--- src/sv/brd_pkg.sv ---
// Shared types, codes and character-class helpers for the block repeat text decoder.
package brd_pkg;

  localparam int unsigned CHAR_W   = 8;
  localparam int unsigned STATUS_W = 2;
  localparam int unsigned FILL_W   = 3;
  localparam int unsigned REP_W    = 4;
  localparam int unsigned CFG_IDX_W = 1;
  localparam int unsigned CFG_DATA_W = 4;

  localparam logic [CHAR_W-1:0] ZERO_CHAR = 8'h30;

  // configuration register indexes
  localparam logic [CFG_IDX_W-1:0] CFG_BLOCK_LENGTH = 1'b0;
  localparam logic [CFG_IDX_W-1:0] CFG_MAX_REPEAT   = 1'b1;

  // result status codes
  localparam logic [STATUS_W-1:0] STAT_DATA = 2'd0;
  localparam logic [STATUS_W-1:0] STAT_DONE = 2'd1;
  localparam logic [STATUS_W-1:0] STAT_ERR  = 2'd2;

  typedef enum logic [1:0] {
    PH_IDLE = 2'd0,
    PH_FILL = 2'd1,
    PH_HALT = 2'd2,
    PH_EMIT = 2'd3
  } phase_t;

  function automatic logic is_printable(input logic [CHAR_W-1:0] c);
    return (c >= 8'h20) && (c <= 8'h7E);
  endfunction

  function automatic logic is_space(input logic [CHAR_W-1:0] c);
    return (c == 8'h20) || ((c >= 8'h09) && (c <= 8'h0D));
  endfunction

  function automatic logic is_digit(input logic [CHAR_W-1:0] c);
    return (c >= ZERO_CHAR) && (c <= ZERO_CHAR + 8'd9);
  endfunction

endpackage

--- src/sv/brd_if.sv ---
// Valid/ready channel interfaces for the decoder input and result streams.
interface brd_in_if
  import brd_pkg::*;
();
  logic              valid;
  logic              ready;
  logic [CHAR_W-1:0] in_byte;
  logic              end_of_stream;

  modport source (output valid, output in_byte, output end_of_stream, input ready);
  modport sink   (input valid, input in_byte, input end_of_stream, output ready);
endinterface

interface brd_out_if
  import brd_pkg::*;
();
  logic                valid;
  logic                ready;
  logic [CHAR_W-1:0]   out_char;
  logic [STATUS_W-1:0] status;
  logic                last_of_run;

  modport source (output valid, output out_char, output status, output last_of_run,
                  input ready);
  modport sink   (input valid, input out_char, input status, input last_of_run,
                  output ready);
endinterface

--- src/sv/block_repeat_text_decoder.sv ---
// Block repeat text decoder: run-length expansion of repeated text blocks.
// Usage:
//  - in_ch carries one text byte per transfer, or an end-of-stream marker.
//    Plain printable / white-space bytes pass through, one result each.
//  - A digit d (2..limit) opens a block; the next block_length bytes are
//    written into a small block store (synchronous RAM, registered read).
//    After the last of them the block is read back d times onto out_ch.
//  - out_ch carries results; last_of_run marks the final result of an item.
//  - cfg_we/cfg_index/cfg_wdata write block_length and max_repeat; write
//    only while no results are outstanding.
// Timing:
//  - A pass-through result shows on out_ch in the cycle after its transfer;
//    one byte per cycle is sustained while out_ch keeps up.
//  - Expansion streams d*block_length results, one per cycle unless out_ch stalls;
//    the first passes the phase, store read and output registers; the read port
//    sets the pace. in_ch is held off until the last result has left the read stage.
// Reset: block_length 1, max_repeat 9, idle phase; the store is never read unwritten.
// Stall: out_ch back-pressure holds the output register, stops store reads and
//  drops in_ready. After an error or done result the block halts and drains
//  further transfers silently until reset.
module block_repeat_text_decoder
  import brd_pkg::*;
#(
  parameter int unsigned MAX_BLOCK   = 7,
  parameter int unsigned DIGIT_LIMIT = 9
) (
  input  logic                  clk,
  input  logic                  rst_n,
  brd_in_if.sink                in_ch,
  brd_out_if.source             out_ch,
  input  logic                  cfg_we,
  input  logic [CFG_IDX_W-1:0]  cfg_index,
  input  logic [CFG_DATA_W-1:0] cfg_wdata
);

  localparam int unsigned AW = (MAX_BLOCK > 1) ? $clog2(MAX_BLOCK) : 1;
  localparam logic [FILL_W-1:0] MAX_BLK_C = FILL_W'(MAX_BLOCK);
  localparam logic [REP_W-1:0]  DIG_LIM_C = REP_W'(DIGIT_LIMIT);

  // configuration
  logic [FILL_W-1:0] cfg_len_r;
  logic [REP_W-1:0]  cfg_max_rep_r;

  // control state
  phase_t            phase_r, phase_nxt;
  logic [REP_W-1:0]  repeat_count_r, repeat_count_nxt;
  logic [FILL_W-1:0] fill_count_r, fill_count_nxt;

  // expansion sequencer
  logic [AW-1:0]     idx_r, idx_nxt;
  logic [REP_W-1:0]  rep_r, rep_nxt;
  logic [FILL_W-1:0] len_r, len_nxt;
  logic              pend_r, pend_nxt;        // read data waiting in mem_rdata_r
  logic              pend_last_r, pend_last_nxt;

  // block store
  logic [CHAR_W-1:0] store_mem [MAX_BLOCK];
  logic [CHAR_W-1:0] mem_rdata_r;
  logic              mem_we, rd_en;

  // output register
  logic                out_valid_r, out_valid_nxt;
  logic [CHAR_W-1:0]   out_char_r, out_char_nxt;
  logic [STATUS_W-1:0] status_r, status_nxt;
  logic                last_r, last_nxt;

  // decode
  logic              out_free, move, in_ready, in_fire;
  logic [CHAR_W-1:0] c;
  logic              eos;
  logic [REP_W-1:0]  digit, eff_limit;
  logic [FILL_W-1:0] eff_len, fill_inc;
  logic              digit_ok, fill_ok, block_full;
  logic              last_of_block, last_all;

  assign c   = in_ch.in_byte;
  assign eos = in_ch.end_of_stream;

  assign out_free = !out_valid_r || out_ch.ready;
  assign move     = pend_r && out_free;
  assign in_ready = (phase_r != PH_EMIT) && !pend_r && out_free;
  assign in_fire  = in_ch.valid && in_ready;

  assign eff_len   = (cfg_len_r == '0) ? FILL_W'(1) :
                     ((cfg_len_r > MAX_BLK_C) ? MAX_BLK_C : cfg_len_r);
  assign eff_limit = (cfg_max_rep_r > DIG_LIM_C) ? DIG_LIM_C : cfg_max_rep_r;
  assign digit     = c[REP_W-1:0];
  assign digit_ok  = (digit >= REP_W'(2)) && (digit <= eff_limit);
  assign fill_ok   = !eos && is_printable(c) && !is_digit(c);
  assign fill_inc  = fill_count_r + FILL_W'(1);
  // a block closes once the count reaches the current length
  assign block_full = fill_inc >= eff_len;

  assign last_of_block = (FILL_W'(idx_r) == len_r - FILL_W'(1));
  assign last_all      = last_of_block && (rep_r == REP_W'(1));

  assign rd_en  = (phase_r == PH_EMIT) && (!pend_r || move);
  assign mem_we = in_fire && (phase_r == PH_FILL) && fill_ok && (fill_count_r < MAX_BLK_C);

  // next phase
  always_comb begin
    phase_nxt = phase_r;
    unique case (phase_r)
      PH_IDLE: begin
        if (in_fire) begin
          if (eos) begin
            phase_nxt = PH_HALT;
          end else if (is_digit(c)) begin
            phase_nxt = digit_ok ? PH_FILL : PH_HALT;
          end else if (!(is_printable(c) || is_space(c))) begin
            phase_nxt = PH_HALT;
          end
        end
      end
      PH_FILL: begin
        if (in_fire) begin
          if (!fill_ok) begin
            phase_nxt = PH_HALT;
          end else if (block_full) begin
            phase_nxt = PH_EMIT;
          end
        end
      end
      PH_EMIT: begin
        if (rd_en && last_all) begin
          phase_nxt = PH_IDLE;
        end
      end
      PH_HALT: phase_nxt = PH_HALT;
      default: phase_nxt = PH_HALT;
    endcase
  end

  // datapath and result outputs
  always_comb begin
    repeat_count_nxt = repeat_count_r;
    fill_count_nxt   = fill_count_r;
    idx_nxt          = idx_r;
    rep_nxt          = rep_r;
    len_nxt          = len_r;
    pend_nxt         = pend_r;
    pend_last_nxt    = pend_last_r;
    out_valid_nxt    = out_valid_r && !out_ch.ready;
    out_char_nxt     = out_char_r;
    status_nxt       = status_r;
    last_nxt         = last_r;

    unique case (phase_r)
      PH_IDLE: begin
        if (in_fire) begin
          out_char_nxt = '0;
          last_nxt     = 1'b1;
          if (eos) begin
            out_valid_nxt = 1'b1;
            status_nxt    = STAT_DONE;
          end else if (is_digit(c)) begin
            if (digit_ok) begin
              repeat_count_nxt = digit;
              fill_count_nxt   = '0;
            end else begin
              out_valid_nxt = 1'b1;
              status_nxt    = STAT_ERR;
            end
          end else if (is_printable(c) || is_space(c)) begin
            out_valid_nxt = 1'b1;
            out_char_nxt  = c;
            status_nxt    = STAT_DATA;
          end else begin
            out_valid_nxt = 1'b1;
            status_nxt    = STAT_ERR;
          end
        end
      end
      PH_FILL: begin
        if (in_fire) begin
          if (!fill_ok) begin
            out_valid_nxt = 1'b1;
            out_char_nxt  = '0;
            status_nxt    = STAT_ERR;
            last_nxt      = 1'b1;
          end else begin
            fill_count_nxt = fill_inc;
            if (block_full) begin
              // latch the run shape for the read-back sequencer
              idx_nxt = '0;
              rep_nxt = repeat_count_r;
              len_nxt = eff_len;
            end
          end
        end
      end
      PH_EMIT: begin
        if (move) begin
          pend_nxt      = 1'b0;
          out_valid_nxt = 1'b1;
          out_char_nxt  = mem_rdata_r;
          status_nxt    = STAT_DATA;
          last_nxt      = pend_last_r;
        end
        if (rd_en) begin
          pend_nxt      = 1'b1;
          pend_last_nxt = last_all;
          if (last_of_block) begin
            idx_nxt = '0;
            rep_nxt = rep_r - REP_W'(1);
          end else begin
            idx_nxt = idx_r + AW'(1);
          end
          if (last_all) begin
            fill_count_nxt   = '0;
            repeat_count_nxt = '0;
          end
        end
      end
      PH_HALT: begin
        // transfers are drained without results
      end
      default: begin
      end
    endcase

    // final read of a run is still waiting after the phase went idle
    if (phase_r != PH_EMIT && move) begin
      pend_nxt      = 1'b0;
      out_valid_nxt = 1'b1;
      out_char_nxt  = mem_rdata_r;
      status_nxt    = STAT_DATA;
      last_nxt      = pend_last_r;
    end
  end

  // block store: one write port, one registered read port
  always_ff @(posedge clk) begin
    if (mem_we) begin
      store_mem[fill_count_r[AW-1:0]] <= c;
    end
    if (rd_en) begin
      mem_rdata_r <= store_mem[idx_r];
    end
  end

  always_ff @(posedge clk) begin
    if (!rst_n) begin
      cfg_len_r      <= FILL_W'(1);
      cfg_max_rep_r  <= REP_W'(9);
      phase_r        <= PH_IDLE;
      repeat_count_r <= '0;
      fill_count_r   <= '0;
      pend_r         <= 1'b0;
      out_valid_r    <= 1'b0;
    end else begin
      if (cfg_we) begin
        unique case (cfg_index)
          CFG_BLOCK_LENGTH: cfg_len_r     <= cfg_wdata[FILL_W-1:0];
          CFG_MAX_REPEAT:   cfg_max_rep_r <= cfg_wdata[REP_W-1:0];
          default: begin
          end
        endcase
      end
      phase_r        <= phase_nxt;
      repeat_count_r <= repeat_count_nxt;
      fill_count_r   <= fill_count_nxt;
      pend_r         <= pend_nxt;
      out_valid_r    <= out_valid_nxt;
    end
  end

  // payload and sequencer registers, no reset needed
  always_ff @(posedge clk) begin
    idx_r       <= idx_nxt;
    rep_r       <= rep_nxt;
    len_r       <= len_nxt;
    pend_last_r <= pend_last_nxt;
    out_char_r  <= out_char_nxt;
    status_r    <= status_nxt;
    last_r      <= last_nxt;
  end

  assign in_ch.ready        = in_ready;
  assign out_ch.valid       = out_valid_r;
  assign out_ch.out_char    = out_char_r;
  assign out_ch.status      = status_r;
  assign out_ch.last_of_run = last_r;

  // halt is left only through reset
  a_halt_sticky: assert property (@(posedge clk) disable iff (!rst_n)
    phase_r == PH_HALT |=> phase_r == PH_HALT)
    else $error("decoder left halt without reset");

  // expansion always has a nonempty run to read
  a_emit_shape: assert property (@(posedge clk) disable iff (!rst_n)
    phase_r == PH_EMIT |-> (rep_r != '0) && (len_r != '0) && (FILL_W'(idx_r) < len_r))
    else $error("read-back sequencer out of range");

  // a store read never overwrites data still waiting for the output register
  a_no_read_clobber: assert property (@(posedge clk) disable iff (!rst_n)
    pend_r && !out_free |=> pend_r && $stable(mem_rdata_r))
    else $error("pending read data lost");

endmodule
--- src/flat_wrapper.sv ---
// flat-port wrapper written by rule: the top's interface ports become plain ports
module block_repeat_text_decoder_flat import brd_pkg::*;
#(
  parameter int unsigned MAX_BLOCK   = 7,
  parameter int unsigned DIGIT_LIMIT = 9
)
  (clk, rst_n, cfg_we, cfg_index, cfg_wdata, in_ch_valid, in_ch_in_byte, in_ch_end_of_stream, in_ch_ready, out_ch_valid, out_ch_out_char, out_ch_status, out_ch_last_of_run, out_ch_ready);
  brd_in_if in_ch_i ();
  brd_out_if out_ch_i ();
  input  logic clk;
  input  logic rst_n;
  input  logic cfg_we;
  input  logic [CFG_IDX_W-1:0] cfg_index;
  input  logic [CFG_DATA_W-1:0] cfg_wdata;
  input wire logic [$bits(in_ch_i.valid)-1:0] in_ch_valid;
  input wire logic [$bits(in_ch_i.in_byte)-1:0] in_ch_in_byte;
  input wire logic [$bits(in_ch_i.end_of_stream)-1:0] in_ch_end_of_stream;
  output wire logic [$bits(in_ch_i.ready)-1:0] in_ch_ready;
  output wire logic [$bits(out_ch_i.valid)-1:0] out_ch_valid;
  output wire logic [$bits(out_ch_i.out_char)-1:0] out_ch_out_char;
  output wire logic [$bits(out_ch_i.status)-1:0] out_ch_status;
  output wire logic [$bits(out_ch_i.last_of_run)-1:0] out_ch_last_of_run;
  input wire logic [$bits(out_ch_i.ready)-1:0] out_ch_ready;
  assign in_ch_i.valid = in_ch_valid;
  assign in_ch_i.in_byte = in_ch_in_byte;
  assign in_ch_i.end_of_stream = in_ch_end_of_stream;
  assign in_ch_ready = in_ch_i.ready;
  assign out_ch_valid = out_ch_i.valid;
  assign out_ch_out_char = out_ch_i.out_char;
  assign out_ch_status = out_ch_i.status;
  assign out_ch_last_of_run = out_ch_i.last_of_run;
  assign out_ch_i.ready = out_ch_ready;
  block_repeat_text_decoder #(.MAX_BLOCK(MAX_BLOCK), .DIGIT_LIMIT(DIGIT_LIMIT)) u_core (.clk(clk), .rst_n(rst_n), .in_ch(in_ch_i), .out_ch(out_ch_i), .cfg_we(cfg_we), .cfg_index(cfg_index), .cfg_wdata(cfg_wdata));
endmodule
--- config.mk ---
export PLATFORM = sky130hd
export DESIGN_NAME = block_repeat_text_decoder_flat
export DESIGN_NICKNAME = d
export VERILOG_FILES = /design/src/sv/brd_pkg.sv /design/src/sv/brd_if.sv /design/src/sv/block_repeat_text_decoder.sv /design/src/flat_wrapper.sv
export SDC_FILE = /design/constraint.sdc
export NUM_CORES = 1
export LEC_CHECK = 0
export BUFFER_PORTS_ARGS = -buffer_cell sky130_fd_sc_hd__buf_2
export CORE_UTILIZATION = 45
export CTS_BUF_LIST = sky130_fd_sc_hd__clkbuf_4 sky130_fd_sc_hd__clkbuf_8 sky130_fd_sc_hd__clkbuf_16
export CTS_CLUSTER_SIZE = 10
export DETAILED_ROUTE_END_ITERATION = 8
export GPL_TIMING_DRIVEN = 0
export SYNTH_ARGS = -nofsm -noshare
export SYNTH_HDL_FRONTEND = slang
export SYNTH_SLANG_ARGS = --single-unit
--- constraint.sdc ---
create_clock -name clk -period 3.5 [get_ports clk]
set_input_delay 0.525 -clock clk [delete_from_list [all_inputs] [get_ports clk]]
set_output_delay 0.525 -clock clk [all_outputs]
set_load 0.03 [all_outputs]
; After elaboration in Yosys (flattened, before gate mapping)
; Memory sizes are Yosys's and may differ from the RTL's. A register that Yosys moved wholly into a read port is not among the register bits.
; Index checks and enable logic that the tools add are counted.
[totals]
latchBits = 0
reg_bits = 40
ram_bits = 56
inputBits = 19
n_memories = 1
output_inout_bits = 13
mem_bits_ro = 0
wordCells = 185
[memory_table]
columns = memory, words, word_bits, rd, rd_clocked_by_memory_dff, write_ports, line_no
row1 = u_core.store_mem, 7, 8, 1, 1, 1, block_repeat_text_decoder.sv:57  ; logic [CHAR_W-1:0] store_mem [MAX_BLOCK];
[op_classes]
add_sub_neg = 4
n_eq_ne = 27
n_lt_le_gt_ge = 12
mux = 78
shift = 0
bitwise = 2
div_mod_pow = 0
multipliers = 0
reduce_logical = 47
[ops]
columns = operator, count
row1 = 2-to-1 mux 8 bit, 8
row2 = 2-to-1 mux 4 bit, 12
row3 = 2-to-1 mux 3 bit, 15
row4 = 2-to-1 mux 2 bit, 17
row5 = one-hot mux 8 bit (3 select lines), 1
row6 = inequality test 2 x 1 -> 1 bit (second input constant), 10
row7 = logical AND 1 bit, 18
row8 = 2-to-1 mux 1 bit, 17
row9 = >= comparator 8 x 6 -> 1 bit (second input constant), 2
row10 = one-hot mux 4 bit (2 select lines), 2
row11 = AND reduction 5 bit, 3
row12 = AND reduction 6 bit, 2
row13 = one-hot mux 3 bit (3 select lines), 1
row14 = AND reduction 9 bit, 1
row15 = equality test 8 x 6 -> 1 bit (second input constant), 1
row16 = >= comparator 8 x 4 -> 1 bit (second input constant), 1
row17 = <= comparator 8 x 4 -> 1 bit (second input constant), 1
row18 = <= comparator 8 x 6 -> 1 bit (second input constant), 1
row19 = <= comparator 8 x 7 -> 1 bit (second input constant), 1
row20 = inequality test 2 bit (second input constant), 4
row21 = one-hot mux 2 bit (4 select lines), 1
row22 = AND reduction 2 bit, 4
row23 = AND reduction 7 bit, 1
row24 = adder 3 x 1 -> 3 bit (second input constant), 2
row25 = 30 further kinds, 44

; Longest topological paths before layout
[depth]
word_depth = 10
ltp_mapped = 9
ltp_nobuf = 9

; Least setup slack after synthesis
; Ideal clock, no wire load.
[synth_path]
kind = register -> register
from = reg u_core.phase_r[0]
to = mem u_core.store_mem[2][0] (enable)
setup_slack_ns = 0.369
stages_incl_launch_ff = 7
synth_period_minus_slack_ns = 3.131
t_arrival_ns = 2.746
path_cell_list = dfxtp_1 > ha_1 > clkbuf_1 > nor3_1 > nand2_1 > or3_1 > nor3b_1
[synth_between]
elab_chain_cells = 9
[synth_lines]
columns = element, line_no
row1 = from (decl), block_repeat_text_decoder.sv:45  ; phase_t phase_r, phase_nxt;
row2 = from (signal assigned), block_repeat_text_decoder.sv:260  ; phase_r <= phase_nxt;
row3 = inequality test 2 bit, block_repeat_text_decoder.sv:81  ; assign in_ready = (phase_r != PH_EMIT) && !pend_r && out_free;
row4 = logical AND 1 bit (2 in a row), block_repeat_text_decoder.sv:81
row5 = named net in_ch_ready, flat_wrapper.sv:18  ; output wire logic [$bits(in_ch_i.ready)-1:0] in_ch_ready;
row6 = logical AND 1 bit, block_repeat_text_decoder.sv:82  ; assign in_fire = in_ch.valid && in_ready;
row7 = logical AND 1 bit (3 in a row), block_repeat_text_decoder.sv:98  ; assign mem_we = in_fire && (phase_r == PH_FILL) && fill_ok && (fill_count_r < MAX_BLK_C);
row8 = 2-to-1 mux 1 bit, block_repeat_text_decoder.sv:234  ; if (mem_we) begin
row9 = 2-to-1 mux 1 bit (not written as such), block_repeat_text_decoder.sv:235  ; store_mem[fill_count_r[AW-1:0]] <= c;
row10 = to (decl), block_repeat_text_decoder.sv:57
; The timed path passes the listed nets, and every way through them passes these cells.

; Final worst setup path
[layout_path]
from = reg u_core.phase_r[0]
to = mem u_core.store_mem[5][6] (enable)
[layout_between]
elab_chain_cells = 9
[layout_lines]
columns = element, line_no
row1 = inequality test 2 bit, block_repeat_text_decoder.sv:81
row2 = logical AND 1 bit (2 in a row), block_repeat_text_decoder.sv:81
row3 = logical AND 1 bit, block_repeat_text_decoder.sv:82
row4 = logical AND 1 bit * (3 in a row), block_repeat_text_decoder.sv:98
row5 = 2-to-1 mux 1 bit *, block_repeat_text_decoder.sv:234
row6 = 2-to-1 mux 1 bit (not written as such) *, block_repeat_text_decoder.sv:235
; Every way passes the cells marked *; elsewhere a longest branch is shown, timed or not.

==> insert_results.sql <==
INSERT INTO impl_metrics (metric_group, metric, value, unit) VALUES
('worst_hold_path', 'min_delay_path_depth', '3', ''),
('synthesis', 'ys_seq_area_share', '60.9', '%'),
('worst_setup_path', 'worstPathArrival', '3.24', 'ns'),
('clock_tree', 'cts_setup_buffers', '0', ''),
('power_and_ir_drop', 'swShare', '25.4', '%'),
('power_and_ir_drop', 'combinational_cell_fraction_of_total_power', '12.4', '%'),
('routing', 'post-route-drc-count', '0', ''),
('worst_setup_path', 'worstPathRequired', '3.48', 'ns'),
('synthesis', 'async_flop_share', '0', '%'),
('routing', 'first_pass_drt_iterations', '4', ''),
('worst_setup_path', 'worstRegToRegCells', '5', ''),
('sta', 'totalNegativeSetupSlack', '0', 'ns'),
('sta', 'rsz0062_at_grt', 'true', ''),
('die', 'die-width', '105', 'um'),
('run_status', 'run_status', 'completed', ''),
('synthesis', 'synth_top_cell_by_area', 'sky130_fd_sc_hd__edfxtp_1', ''),
('sta', 'period_share', '92.9', '%'),
('placement', 'cell_area_reported_after_detailed_placement', '5130', 'um2'),
('clock_tree', 'clk_latency', '0.37', 'ns'),
('worst_hold_path', 'min_to', 'u_core.cfg_len_r[0]', ''),
('routing', 'via_per_inst', '5.45', ''),
('synthesis', 'netlist_top_cells_area', 'sky130_fd_sc_hd__edfxtp_1, sky130_fd_sc_hd__dfxtp_1, sky130_fd_sc_hd__ha_1, sky130_fd_sc_hd__mux4_2, sky130_fd_sc_hd__mux2i_1', ''),
('synthesis', 'synthCells', '365', ''),
('routing', 'ant_nets', '0', ''),
('synthesis', 'synth.top_cells.by_count', 'sky130_fd_sc_hd__edfxtp_1, sky130_fd_sc_hd__nand2_1, sky130_fd_sc_hd__nor2_1', ''),
('die', 'top_level_ports', '32', ''),
('finish', 'syn_to_final_growth', '11.5', '%'),
('routing', 'drt_wl_total', '9720', 'um'),
('sta', 'fmax', '307', 'MHz'),
('synthesis', 'primary_ff_master_synth', 'sky130_fd_sc_hd__edfxtp_1', ''),
('sta', 'timing_hold_violations_final', '0', ''),
('worst_setup_path', 'reg_to_reg_slack_setup', '0.25', 'ns'),
('worst_setup_path', 'criticalPathCategory', 'register to register', ''),
('clock_tree', 'clkSinkCount', '104', ''),
('worst_hold_path', 'holdCritPathClass', 'input pin to register', ''),
('finish', 'nets', '444', ''),
('worst_setup_path', 'crit_path_start_kind', 'register', ''),
('power_and_ir_drop', 'clockPowerShare', '32.5', '%'),
('die', 'chipHeight', '105', 'um'),
('synthesis', 'synth.distinct_cells', '54', ''),
('clock_tree', 'numCtsBuffers', '9', ''),
('synthesis', 'postSynthNetCount', '401', ''),
('sta', 'worst_rel_slew_slack', '11.9', '%'),
('worst_setup_path', 'crit_path_end_kind', 'register', ''),
('worst_setup_path', 'critical_path.max_fanout', '10', ''),
('worst_setup_path', 'worstReg2RegEnd', 'u_core.store_mem[5][6]', ''),
('power_and_ir_drop', 'vdd_drop_max', '0.000262', 'V'),
('grt', 'first_pass_grt_wire_length', '15700', 'um'),
('run', 'max-cap-violations', '0', ''),
('power_and_ir_drop', 'internal_power', '1.89', 'mW'),
('power_and_ir_drop', 'power_per_cell_area', '472', 'nW/um2'),
('sta', 'finalCriticalPeriod', '3.25', 'ns'),
('finish', 'area_of_all_placed_cells_without_fillers', '5350', 'um2'),
('placement', 'hpwlAfterDp', '6720', 'um'),
('placement', 'place.port_buffers', '31', ''),
('grt', 'grt_antenna_before_repair', '0', ''),
('clock_tree', 'clkTransAtPathRegs', '0.09', 'ns'),
('routing', 'drt_first_iter_violations', '149', ''),
('routing', 'route.vias.total', '2988', ''),
('grt', 'grt_total_ovfl', '0', ''),
('routing', 'wl_per_cell', '17.7', 'um'),
('worst_setup_path', 'regToRegStartpoint', 'u_core.phase_r[0]', ''),
('power_and_ir_drop', 'static-leakage-power', '1.91', 'nW'),
('sta', 'max_slew.worst_pin.slew', '1.32', 'ns'),
('die', 'fp.coreArea', '10300', 'um2'),
('power_and_ir_drop', 'total_power', '2.53', 'mW'),
('grt', 'grt_pass1_vias', '2923', ''),
('synthesis', 'synthesis.area', '4800', 'um2'),
('grt', 'grt_usage', '19.0', '%'),
('finish', 'antennaDiodeCount', '0', ''),
('grt', 'grt_max_degree', '18', '');
per-stage QoR:
stage	setup WS, ns	instances
after CTS	0.181	547
after global placement	-0.229	532
after global routing	-0.0725	548
final	0.247	548
after floorplan	0.369	365
after detailed placement	-0.0461	532
timing repair:
| action | in CTS | in global routing |
|---|---|---|
| gates resized for setup | 0 | 0 |
| hold buffers | 0 | 0 |
| setup endpoints to repair | 0 | 20 |
power by group through the flow:
| stage | Combinational [mW] | Sequential [mW] | Clock [mW] |
|---|---|---|---|
| 6_report | 0.313 | 1.39 | 0.821 |
| 5_1_grt | 0.344 | 1.40 | 0.878 |
| 4_1_cts | 0.312 | 1.39 | 0.837 |
| 3_5_place_dp | 0.311 | 1.42 | 0 |
| 3_3_place_gp | 0.308 | 1.42 | 0 |
| 2_1_floorplan | 0.142 | 1.49 | 0 |
logic make-up (layout without fill, tap and decap cells):
family / Yosys count / count (layout) / synth area share, %
adders and majority gates: 17 / 17 / 4.43
muxes: 32 / 32 / 9.07
and+or+nand+nor: 108 / 108 / 12.0
DFF: 104 / 104 / 60.9
xor gates and xnor gates: 7 / 7 / 1.56
buffers and inverters: 32 / 79 / 2.81
AOI/OAI and AO/OA: 65 / 65 / 9.25
sequential cells by signal, summed over array words and instances, names as in the netlist:
signal	count
u_core.store_mem	56
u_core.mem_rdata_r	8
u_core.out_ch.out_char	8
u_core.cfg_max_rep_r	4
u_core.rep_r	4
u_core.repeat_count_r	4
u_core.cfg_len_r	3
u_core.fill_count_r	3
u_core.idx_r	3
u_core.len_r	3
u_core.out_ch.status	2
u_core.phase_r	2
u_core.out_ch.last_of_run	1
u_core.out_ch.valid	1
u_core.pend_last_r	1
u_core.pend_r	1
metal layers:
| metal | part of all wire (%) | GRT usage [%] | vias to the layer above |
|---|---|---|---|
| met5 | 0 | 0 | - |
| met4 | 2.1 | 8.75 | 0 |
| met3 | 4.2 | 2.60 | 13 |
| met2 | 46 | 28.6 | 66 |
| met1 | 48 | 27.3 | 1447 |
| li1 | - | - | 1462 |
how the worst max path moves through the flow:
stage / from / end
global placement: in_ch_in_byte[2] / u_core.store_mem[2][1]
floorplan: u_core.phase_r[0] / u_core.store_mem[2][0]
global route: u_core.phase_r[0] / u_core.store_mem[6][7]
detailed placement: in_ch_in_byte[2] / u_core.store_mem[1][0]
CTS: u_core.phase_r[0] / u_core.store_mem[5][6]
finish: u_core.phase_r[0] / u_core.store_mem[5][6]
layout make-up:
cell class / instances / area, um2
fillers: 895 / 4970
plain buffers: 15 / 71.3
flip-flops and latches: 104 / 2920
well taps: 136 / 170
inverters: 17 / 63.8
clock buffers: 9 / 124
multi-input cells: 229 / 1750
clock inverters: 6 / 92.6
repair buffers: 32 / 160
critical path, cell delays in order (launching register included):
cell and delay [ns]:
sky130_fd_sc_hd__dfxtp_1 0.35, sky130_fd_sc_hd__ha_1 0.24, sky130_fd_sc_hd__clkbuf_1 0.21, sky130_fd_sc_hd__nor4_1 0.68, sky130_fd_sc_hd__nand3_1 0.29, sky130_fd_sc_hd__nor3b_1 1.10
cell usage in the layout (no fill, tap or decap), drive strengths merged, types with 2 or more instances in the layout:
cell and n:
a41oi 2, bufinv 2, o21bai 2, clkinv 2, xnor2 3, and2 3, nor2 21, and3 3
nor2b 5, nand2b 5, buf 38, mux4 8, or3 4, edfxtp 84, ha 17, nand3 13
nor4 3, o211ai 2, inv 19, o21ai 19, a31oi 3, dfxtp 20, nor3b 5, mux2 9
a211o 2, nor3 6, nand4 2, xor2 3, nand2 29, or4b 2, a22o 11, mux2i 15
and4 3, clkbuf 18, a21oi 13
Note: power is estimated with default switching activity, not from simulation.
